File: src/hw/rtl/ground_profile_interpolator_macros.svh
// Assertion helpers shared by the interpolator RTL.
// Each macro samples on clk_i and is disabled while rst_ni is low.
`ifndef GROUND_PROFILE_INTERPOLATOR_MACROS_SVH
`define GROUND_PROFILE_INTERPOLATOR_MACROS_SVH

`ifndef NO_ASSERTIONS

// Condition holds at every edge.
`define GPI_ASSERT_ALWAYS(label, cond) \
  label: assert property (@(posedge clk_i) disable iff (!rst_ni) (cond)) \
    else $error("%m: check failed");

// Consequent holds in the same cycle as the antecedent.
`define GPI_ASSERT_IMPLIES(label, ante, cons) \
  label: assert property (@(posedge clk_i) disable iff (!rst_ni) (ante) |-> (cons)) \
    else $error("%m: check failed");

// Consequent holds in the cycle after the antecedent.
`define GPI_ASSERT_NEXT(label, ante, cons) \
  label: assert property (@(posedge clk_i) disable iff (!rst_ni) (ante) |=> (cons)) \
    else $error("%m: check failed");

`else

`define GPI_ASSERT_ALWAYS(label, cond)
`define GPI_ASSERT_IMPLIES(label, ante, cons)
`define GPI_ASSERT_NEXT(label, ante, cons)

`endif

`endif

File: src/hw/rtl/gpi_pkg.sv
`timescale 1ns / 1ps

package gpi_pkg;

  // Field widths
  localparam int COORD_W        = 32;
  localparam int TOL_W          = 16;
  localparam int CMD_W          = 2;
  localparam int STATUS_W       = 3;
  localparam int SEG_W          = 6;

  // Defaults and sizes
  localparam int MAX_POINTS_DEF = 64;
  localparam int QUEUE_DEPTH    = 2;

  // Configuration port
  localparam int CFG_ADDR_W     = 2;
  localparam int CFG_DATA_W     = 16;
  localparam logic [CFG_ADDR_W-1:0] CFG_SIDE_LEFT = CFG_ADDR_W'(0);
  localparam logic [CFG_ADDR_W-1:0] CFG_MATCH_TOL = CFG_ADDR_W'(1);
  localparam logic [TOL_W-1:0]      TOL_RESET     = TOL_W'(1);

  typedef enum logic [CMD_W-1:0] {
    CMD_CLEAR  = 2'd0,
    CMD_APPEND = 2'd1,
    CMD_QUERY  = 2'd2
  } cmd_e;

  typedef enum logic [1:0] {
    OP_CLEAR  = 2'd0,
    OP_APPEND = 2'd1,
    OP_QUERY  = 2'd2
  } op_e;

  typedef enum logic [STATUS_W-1:0] {
    ST_BEFORE  = 3'd0,
    ST_BEYOND  = 3'd1,
    ST_INTERP  = 3'd2,
    ST_EMPTY   = 3'd3,
    ST_STORED  = 3'd4,
    ST_FULL    = 3'd5,
    ST_CLEARED = 3'd6
  } status_e;

  typedef struct packed {
    logic [CMD_W-1:0]          command;
    logic signed [COORD_W-1:0] coord_x;
    logic signed [COORD_W-1:0] coord_y;
  } in_item_t;

  typedef struct packed {
    status_e                   status;
    logic signed [COORD_W-1:0] elevation;
    logic [SEG_W-1:0]          segment_index;
  } out_item_t;

  // Classified item handed from the front end to the back end
  typedef struct packed {
    op_e                       op;
    logic signed [COORD_W-1:0] x;
    logic signed [COORD_W-1:0] y;
  } work_item_t;

endpackage

File: src/hw/rtl/gpi_front.sv
`timescale 1ns / 1ps

module gpi_front (
  input  logic                clk_i,
  input  logic                rst_ni,
  input  logic                push_i,
  output logic                full_o,
  input  gpi_pkg::in_item_t   in_item_i,
  output logic                deq_valid_o,
  input  logic                deq_i,
  output gpi_pkg::work_item_t deq_item_o
);

  localparam int QD   = gpi_pkg::QUEUE_DEPTH;
  localparam int PTRW = (QD > 1) ? $clog2(QD) : 1;
  localparam int CNTW = $clog2(QD + 1);

  gpi_pkg::work_item_t fifo_q [QD];
  gpi_pkg::work_item_t item_cls;
  logic [PTRW-1:0] wptr_q, wptr_d, rptr_q, rptr_d;
  logic [CNTW-1:0] cnt_q, cnt_d;
  logic            do_push, do_pop;

  // Classify the command; the unassigned code acts as a query
  always_comb begin
    item_cls.x = in_item_i.coord_x;
    item_cls.y = in_item_i.coord_y;
    unique case (gpi_pkg::cmd_e'(in_item_i.command))
      gpi_pkg::CMD_CLEAR:  item_cls.op = gpi_pkg::OP_CLEAR;
      gpi_pkg::CMD_APPEND: item_cls.op = gpi_pkg::OP_APPEND;
      default:             item_cls.op = gpi_pkg::OP_QUERY;
    endcase
  end

  assign full_o      = (cnt_q == CNTW'(QD));
  assign deq_valid_o = (cnt_q != '0);
  assign deq_item_o  = fifo_q[rptr_q];
  assign do_push     = push_i && !full_o;
  assign do_pop      = deq_i && deq_valid_o;

  // Advance pointers and fill count
  always_comb begin
    wptr_d = wptr_q;
    rptr_d = rptr_q;
    cnt_d  = cnt_q;
    if (do_push) begin
      wptr_d = (wptr_q == PTRW'(QD - 1)) ? '0 : wptr_q + PTRW'(1);
    end
    if (do_pop) begin
      rptr_d = (rptr_q == PTRW'(QD - 1)) ? '0 : rptr_q + PTRW'(1);
    end
    if (do_push && !do_pop) begin
      cnt_d = cnt_q + CNTW'(1);
    end else if (!do_push && do_pop) begin
      cnt_d = cnt_q - CNTW'(1);
    end
  end

  always_ff @(posedge clk_i or negedge rst_ni) begin
    if (!rst_ni) begin
      wptr_q <= '0;
      rptr_q <= '0;
      cnt_q  <= '0;
    end else begin
      wptr_q <= wptr_d;
      rptr_q <= rptr_d;
      cnt_q  <= cnt_d;
    end
  end

  // Store the classified item
  always_ff @(posedge clk_i) begin
    if (do_push) begin
      fifo_q[wptr_q] <= item_cls;
    end
  end

endmodule

File: config.mk
export PLATFORM = sky130hd
export DESIGN_NAME = gpi_front
export DESIGN_NICKNAME = d
export VERILOG_FILES = /design/src/hw/rtl/ground_profile_interpolator_macros.svh /design/src/hw/rtl/gpi_pkg.sv /design/src/hw/rtl/gpi_front.sv
export SDC_FILE = /design/constraint.sdc
export NUM_CORES = 1
export LEC_CHECK = 0
export BUFFER_PORTS_ARGS = -buffer_cell sky130_fd_sc_hd__clkbuf_2
export CAP_MARGIN = 20
export CORE_ASPECT_RATIO = 1.5
export CORE_MARGIN = 8
export CORE_UTILIZATION = 50
export CTS_CLUSTER_SIZE = 30
export DETAILED_ROUTE_END_ITERATION = 8
export GPL_TIMING_DRIVEN = 0
export HOLD_SLACK_MARGIN = 0.12
export PLACE_DENSITY = 0.86
export RECOVER_POWER = 50
export SKIP_LAST_GASP = 1
export SLEW_MARGIN = 20
export SYNTH_ARGS = -nofsm -noshare
export SYNTH_HDL_FRONTEND = slang
export SYNTH_SLANG_ARGS = --single-unit
File: constraint.sdc
create_clock -name clk_i -period 9.9 [get_ports clk_i]
set_input_delay 2.475 -clock clk_i [delete_from_list [all_inputs] [get_ports clk_i]]
set_output_delay 2.475 -clock clk_i [all_outputs]
set_load 0.02 [all_outputs]
==> run metrics <==
final instance area 6494 sq um; Routed WL per cell roughly 19 um; initial antenna violation count 0; share of layout cells above drive strength 1 0.5151; final hold violations 0; final instance count without filler cells ~520; 1st-pass router iterations 4; Slew @ Worst Pin 1.438 ns; Detailed Route WL 9788 um; CP Launch Type flop; Die Ht 139.5 um; aggregate global routing overflow 0; post-synthesis sequential area ratio 0.7994; CP max FO 10; FP Rows 45; DP HPWL ~7100 um; total clock sinks approximately 140; Pwr per Cell Area roughly 330 nW/um^2; crit share post-route 0.4208; Yosys reg bits between 100 and 150; crit end category primary output; Req. time, crit path roughly 7.4 ns; Die ar. ~14000 sq um; setup bufs post-CTS 0; H-tree Lvls 4; Syn. warnings 0; Leak 2.486 nW; Setup Crit Path Kind reg2out; cts hold-fix bufs 0; Syn Area/Cell 22.49 sq um; crit path from rptr_q; Worst Hold Class reg2reg; Placed Instance Area 5988 sq um; GRT Total Usage 0.1447; Vias/cell ~5.1; Ant. Diodes 0; placed cells about 480; gp weighted congestion between 0.7 and 0.8; Die X around 98 um; 1st-iter DRT viols slightly below 100; Initial Utilization 0.5072; max_slew headroom 0.03807; most common cell after layout, fill and taps aside edfxtp_1; Max Cap Viol 0; worst-skew pair later-pin latency 0.40 ns; PostCTS Resize Cnt 0; drc violations 0; root buffer cell clkbuf_16; antenna-violating nets left 0; vias in the first global route between 3k and 4k; status finished, final reports clean; fillers 740; largest net degree at the start of global routing 40; unrepaired setup endpoints after global routing no; cell count after synthesis roughly 230; Syn-to-layout area delta 27.74%; Via Count 2615; Max Fclk about 240 MHz; Core ar. between 10000 and 15000 sq um; Worst Min Path Start cnt_q[1]; CTS tree built; I/O Buffers between 100 and 150; Final Skew about 0.0056 ns; Num CTS Buffers 17; Core Util, Final 0.6479; post-synth cell types 18; Mapped Area 5084 sq um; peak supply drop approximately 200 uV; first-pass GRT wire length approximately 15000 um; reg2reg start cnt_q[0]; Ports approximately 140; Max Slew Vio Count 0; CTS Buffer Depth 2; most used cells in the layout excluding fill and tap cells 132 x edfxtp_1, 96 x clkbuf_2, 42 x clkbuf_1; Hold Slack around 0.51 ns; clock-pin transition on the worst setup and hold timing paths ~0.060 ns; Post-Syn Nets 297; Final Critical Period ~4.2 ns; Worst Path Arrival 1.69 ns; Final #Nets approximately 460; Post-Route Setup TNS 0 ns; # setup viols final 0
synth_stat cells:
cell type	count	share of area
xnor2_1	3	0.0052
and3_1	1	0.0012
buf_2	3	0.0030
nand2_1	2	0.0015
xor2_1	2	0.0034
dfrtp_1	4	0.020
nor2_1	2	0.0015
buf_6	3	0.0066
clkbuf_1	1	0.00074
buf_4	1	0.0015
inv_1	2	0.0015
or2_2	1	0.0012
ha_1	1	0.0025
edfxtp_1	132	0.78
mux2_4	30	0.089
nor2b_1	1	0.0012
nand2b_1	1	0.0012
mux2_2	36	0.080
sequential cells by signal, summed over array words and instances (netlist names):
name / cells
cnt_q: 2
fifo_q: 132
wptr_q: 1
rptr_q: 1
final timing paths:
| check | end | slack, ns | cells after the start |
|---|---|---|---|
| setup / recovery | deq_item_o[10] | 5.73 | 4 |
| hold / removal | cnt_q[1] | 0.51 | 1 |
| setup reg to reg | fifo_q[0][15] | 7.51 | 4 |
| hold reg to reg | cnt_q[1] | 0.51 | 1 |
| max in group asynchronous | wptr_q | 7.81 | 1 |
| min in group asynchronous | cnt_q[1] | 1.90 | 1 |
kinds of logic after synthesis:
logic type    synth area share
xor+xnor              0.008616
fa+ha+maj             0.002461
buf+inv                0.01329
flops                   0.7994
mux                     0.1683
simple gates          0.007880
critical path, cell delays in order, from the launching register on:
cell and delay, ns:
dfrtp_1 0.38, buf_4 0.23, buf_6 0.20, mux2_4 0.31
clkbuf_2 0.16
layer usage:
| layer | share of wire | wire, um | vias up | GRT usage |
|---|---|---|---|---|
| met1 | 0.34 | 3337 | 1317 | 0.1330 |
| li1 | - | - | 1211 | - |
| met3 | 0.060 | 589 | 11 | 0.04843 |
| met2 | 0.58 | 5658 | 76 | 0.2682 |
| met4 | 0.021 | 202 | 0 | 0.08205 |
| met5 | 0 | 0 | - | 0 |
metrics by stage:
step | power (mW) | setup WS, ns
after floorplan | 1.333 | 4.087
after global placement | 1.533 | 2.672
after detailed placement | 1.563 | 6.127
after CTS | 2.163 | 5.688
after global routing | 2.221 | 5.651
final | 2.125 | 5.734
cell type report:
type | count | area, sq um | area share
sequential | 136 | 4064 | 0.6258
multi-input combinational | 80 | 952.2 | 0.1466
timing repair buffer | 140 | 694.4 | 0.1069
clock buffer | 17 | 425.4 | 0.06551
tap | 117 | 146.4 | 0.02254
clock inverter | 15 | 143.9 | 0.02216
buffer | 8 | 60.06 | 0.009249
inverter | 2 | 7.507 | 0.001156
power by group:
part	internal (mW)	switching, mW	total (mW)
combinational	0.297	0.411	0.708
clock	0.350	0.244	0.594
sequential	0.789	0.0350	0.824
total	1.44	0.690	2.13
Power figures use the tool's default switching activity.
